[src/hdl/skt_pkg.sv]
// Shared types, command/status codes and key-byte folding for the sorted key table.
// No dependencies; imported by every module of the block.
package skt_pkg;

  localparam int KEY_W    = 64;
  localparam int HANDLE_W = 16;
  localparam int POS_W    = 7;

  typedef enum logic [1:0] {
    CMD_INSERT = 2'd0,
    CMD_FIND   = 2'd1,
    CMD_REMOVE = 2'd2,
    CMD_RSVD   = 2'd3
  } cmd_t;

  typedef enum logic [1:0] {
    STAT_OK       = 2'd0,
    STAT_NOTFOUND = 2'd1,
    STAT_FULL     = 2'd2,
    STAT_RSVD     = 2'd3
  } status_t;

  typedef struct packed {
    logic [1:0]          cmd;
    logic [KEY_W-1:0]    search_key;
    logic [HANDLE_W-1:0] item_handle;
  } in_t;

  typedef struct packed {
    logic [1:0]          status;
    logic [HANDLE_W-1:0] found_handle;
    logic [POS_W-1:0]    position;
    logic [POS_W-1:0]    entries_held;
  } out_t;

  typedef struct packed {
    logic less;   // a orders below b
    logic equal;  // a equals b
  } cmp_res_t;

  // ASCII upper case folded to lower case
  function automatic logic [7:0] fold_byte(input logic [7:0] b);
    if (b >= 8'h41 && b <= 8'h5A) begin
      return b + 8'h20;
    end
    return b;
  endfunction

endpackage

[src/hdl/skt_key_cmp.sv]
// Case-insensitive bounded key comparator, shared by the search and match steps.
// Depends on skt_pkg (fold_byte, cmp_res_t).
module skt_key_cmp import skt_pkg::*; #(
  parameter int KEY_BYTES = 8
) (
  input  logic [8*KEY_BYTES-1:0] a,
  input  logic [8*KEY_BYTES-1:0] b,
  output cmp_res_t               res
);

  logic [7:0] xa;
  logic [7:0] xb;

  // Walk from the last byte to the first so the first deciding byte wins.
  always_comb begin
    res.less  = 1'b0;
    res.equal = 1'b1;
    xa = '0;
    xb = '0;
    for (int i = KEY_BYTES - 1; i >= 0; i--) begin
      xa = fold_byte(a[8*(KEY_BYTES-1-i) +: 8]);
      xb = fold_byte(b[8*(KEY_BYTES-1-i) +: 8]);
      if (xa != xb || xa == 8'h00) begin
        res.less  = (xa < xb);
        res.equal = (xa == xb);
      end
    end
  end

endmodule

[config.mk]
export PLATFORM = sky130hd
export DESIGN_NAME = skt_key_cmp
export DESIGN_NICKNAME = d
export VERILOG_FILES = /design/src/hdl/skt_pkg.sv /design/src/hdl/skt_key_cmp.sv
export SDC_FILE = /design/constraint.sdc
export NUM_CORES = 1
export LEC_CHECK = 0
export BUFFER_PORTS_ARGS = -buffer_cell sky130_fd_sc_hd__buf_2
export CAP_MARGIN = 20
export CORE_AREA = 4 4 80 82
export DETAILED_ROUTE_END_ITERATION = 16
export DIE_AREA = 0 0 84 86
export GPL_ROUTABILITY_DRIVEN = 1
export MAX_ROUTING_LAYER = met4
export PLACE_DENSITY = 0.8
export SLEW_MARGIN = 20
export SYNTH_ARGS = -nofsm -noshare
export SYNTH_HDL_FRONTEND = slang
export SYNTH_SLANG_ARGS = --single-unit
[constraint.sdc]
create_clock -name vclk -period 3.6
set_input_delay 0.18 -clock vclk [all_inputs]
set_output_delay 0.18 -clock vclk [all_outputs]
set_load 0.005 [all_outputs]
# ---- Word level (Yosys, flattened, before mapping)
# Index checks and enable logic that the tools add are counted.
dict set report op_classes {
  n_addsub 16
  n_reduce_logical 32
  magnitude_cmp 40
  n_mux 56
  n_eq_ne 16
}
# operator n
set ops {}
lappend ops {{2-to-1 mux 8 bit} 32}
lappend ops {{adder 8 x 6 -> 8 bit, second input constant} 16}
lappend ops {{>= comparator 8 x 7 -> 1 bit, second input constant} 16}
lappend ops {{<= comparator 8 x 7 -> 1 bit, second input constant} 16}
lappend ops {{equality test 8 bit} 8}
lappend ops {{logical NOT 8 bit} 8}
lappend ops {{less-than comparator 8 bit} 8}
lappend ops {{inequality test 8 bit} 8}
lappend ops {{logical AND 1 bit} 16}
lappend ops {{2-to-1 mux 1 bit} 16}
lappend ops {{2-to-1 mux 2 bit} 8}
lappend ops {{logical OR 1 bit} 8}
dict set report totals {
  wordCells 160
  out_inout_bits 2
  input_bits 128
  reg_bits 0
}

# ---- Logic depth before layout (Yosys ltp)
dict set report logic_depth {
  word_depth 14
  ltp_mapped 13
  depth_no_buf 13
}

# ---- Worst setup path after synthesis
# No wires, ideal clock.
dict set report synth_timing {
  kind {in2out}
  from {input a[56]}
  to {output res[1] (netlist bit)}
  stages 10
  arrival_time_ns 2.841
  path_buffers 0
  slack_ns 0.579
  required_ns 3.420
  path_cell_list {or4_4 > o211ai_1 > a31oi_1 > or2_2 > ha_1 > nand3_1 > or4_2 > nor4b_1 > o311ai_0 > o21a_1}
}
# element line_no
set synth_rtl {}
lappend synth_rtl {{from (decl)} skt_key_cmp.sv:6} ;# input logic [8*KEY_BYTES-1:0] a,
lappend synth_rtl {{to (decl)} skt_key_cmp.sv:8} ;# output cmp_res_t res

==> qor.csv <==
metric,value,unit
status,"complete, no violations",
Initial DRC Count,78,
Metal-1 WL,3.190,mm
Lkg Pwr,1.860,nW
net load switching power,189.1,µW
Power Density,103.4,nW/µm²
final wirelength,7.670,mm
Yosys cell types,48,
WHS Path Cells,5,
syn_nets,596,
worst setup margin,0.2017,ns
vias in the first global route,3367,
FILL cells,531,
met2 wire length,3.921,mm
RD Place Congestion,0.9442,
Max stage delay on crit path,0.71,ns
hold buffers post-CTS,0,
most frequent CP cell,buf_2,
Min-Delay Path Class,in -> out,
sequential share of power,0,%
final setup fails,0,
Min-Delay Endpoint,res[0],
Routed met3 length,503,µm
Die Ht,86,µm
hold_ws,0.8048,ns
"slowest stage cell, crit path",or4_2,
dpl ws,0.1654,ns
Register Area,0,µm²
Crit Path Class,in -> out,
internal power,177.9,µW
gr usage total,21.04,%
WP data required,3.42,ns
cell family with most CP delay,simple AND/OR/NAND/NOR gates,
share of cells above drive strength 1,28.19,%
type of destination of the critical path,output pin,
max_slew headroom,63.89,%
Rows,28,
nets,728,
"commonest non-fill, non-tap cell in the layout",buf_2,
Fin. Hold Viols,0,
grt total ovfl,0,
min Tclk post-route,3.398,ns
Post-Syn Area per Cell,7.217,µm²
Area Overhead vs Synth,26.81,%
first-pass GRT wire length,13.25,mm
CP max FO,3,
Seq cells,0,
critical path launch point type,primary input,
most frequent cells in the layout,"buf_2 (130), ha_1 (80), inv_1 (53)",
CP bufs+invs,2,
Fmax,294.3,MHz
CORE AREA,5746,µm²
hpwl dp,7.058,mm
wire per inst,12.93,µm
vias per inst,5.796,
chip width,84,µm
drt pass-1 iters,4,
I/O pin cnt,130,
part of the cycle the worst path needs,94.40,%
Final Util,61.80,%
Synthesis Warnings,0,
maximum vdd ir drop,55.13,µV
# Max-Cap Violations,0,
DR top layer,met4,
via count,3437,
Slew @ Worst Pin,0.5341,ns
setup_tns,0,ns
"Seq/Total Area, Yosys",0,%
IO buf count,130,
cell area after synthesis,2800,µm²
unrepaired setup endpoints after global routing,no,
Switching Share,51.52,%
post-route ant nets,0,
largest net degree at the start of global routing,6,
Slew Limit Fails,0,
Comb pwr share,100.0,%
min-delay src,a[48],
placed cells,593,
clock group share of total power,0,%
Post-Synthesis Cells,388,
Worst Path Arrival,3.22,ns
antenna violations before repair,0,
ant diodes,0,
final-layout clock buffer total,0,
Die ar.,7224,µm²
CP Cell Sequence,"buf_2, or4_4, o211ai_1, a31oi_1, or2_2, ha_1, nand3_1, or4_2, nor4b_2, o311ai_0, o21a_1, buf_2",
Layout Cells excl Fill,593,
Residual DRC,0,
Initial Util,48.74,%
[synth_stat cells, drive strengths merged, types with 3 or more instances]
master   n  share of area, %
a21boi   5               1.3
a21o    17               4.6
a21oi   39               7.0
a31oi    3              0.67
ha      80                36
inv     53               7.1
nand2   17               2.3
nand3b   4               1.1
nand4   15               3.4
nor2    26               3.5
nor2b    7               1.6
nor3     9               1.6
nor4b   13               4.8
o211ai  10               2.7
o21a     5               1.3
o21ai   18               3.2
o21bai   3              0.80
o22ai    9               2.0
o32ai    3              0.94
or2      7               1.6
or4     16               4.5
[cell type report]
class,count,area (µm²),area share (%)
multi-input cells,335,2608,73.43
repair buffers,130,650.6,18.32
inverters,53,198.9,5.603
well taps,75,93.84,2.643
[power by group through the flow]
stage | registers, mW | clock network, mW | logic [mW]
after floorplan | 0 | 0 | 0.208
after global placement | 0 | 0 | 0.348
after detailed placement | 0 | 0 | 0.365
after CTS | 0 | 0 | 0.368
after global routing | 0 | 0 | 0.426
final | 0 | 0 | 0.367
[repair_timing]
action | in CTS | in global routing
endpoints found under the setup margin | 0 | 1
endpoints found under the hold margin | 0 | 0
buffers inserted | 0 | 0
gates resized for setup | 0 | 1
[metal layers]
metal	global-route usage [%]	vias up
li1	-	1764
met1	23.92	1538
met2	41.43	125
met4	2.339	0
met3	1.345	10
met5	-	-
[worst max path at each step]
stage / start / to / slack, ns / cells after the start
final: a[56] / res[1] / 0.20 / 12
after global routing: a[56] / res[1] / 0.03 / 12
after CTS: a[56] / res[1] / 0.17 / 12
after detailed placement: a[56] / res[1] / 0.17 / 12
after global placement: a[56] / res[1] / 0.26 / 12
after floorplan: a[56] / res[1] / 0.58 / 10
[kinds of logic after synthesis]
logic type / count (synthesis) / synth area share [%]
compound gates: 129 / 29.85
fa+ha+maj: 80 / 35.75
simple gates: 125 / 26.90
buf+inv: 53 / 7.105
mux: 1 / 0.4021
[through the flow]
step                      total power, mW  instance area [µm²]
after floorplan                    0.2078                 2800
after global placement             0.3477                 3545
after detailed placement           0.3647                 3545
after CTS                          0.3676                 3545
after global routing               0.4262                 3551
final                              0.3670                 3551
Note: power is estimated with default switching activity, not from simulation.
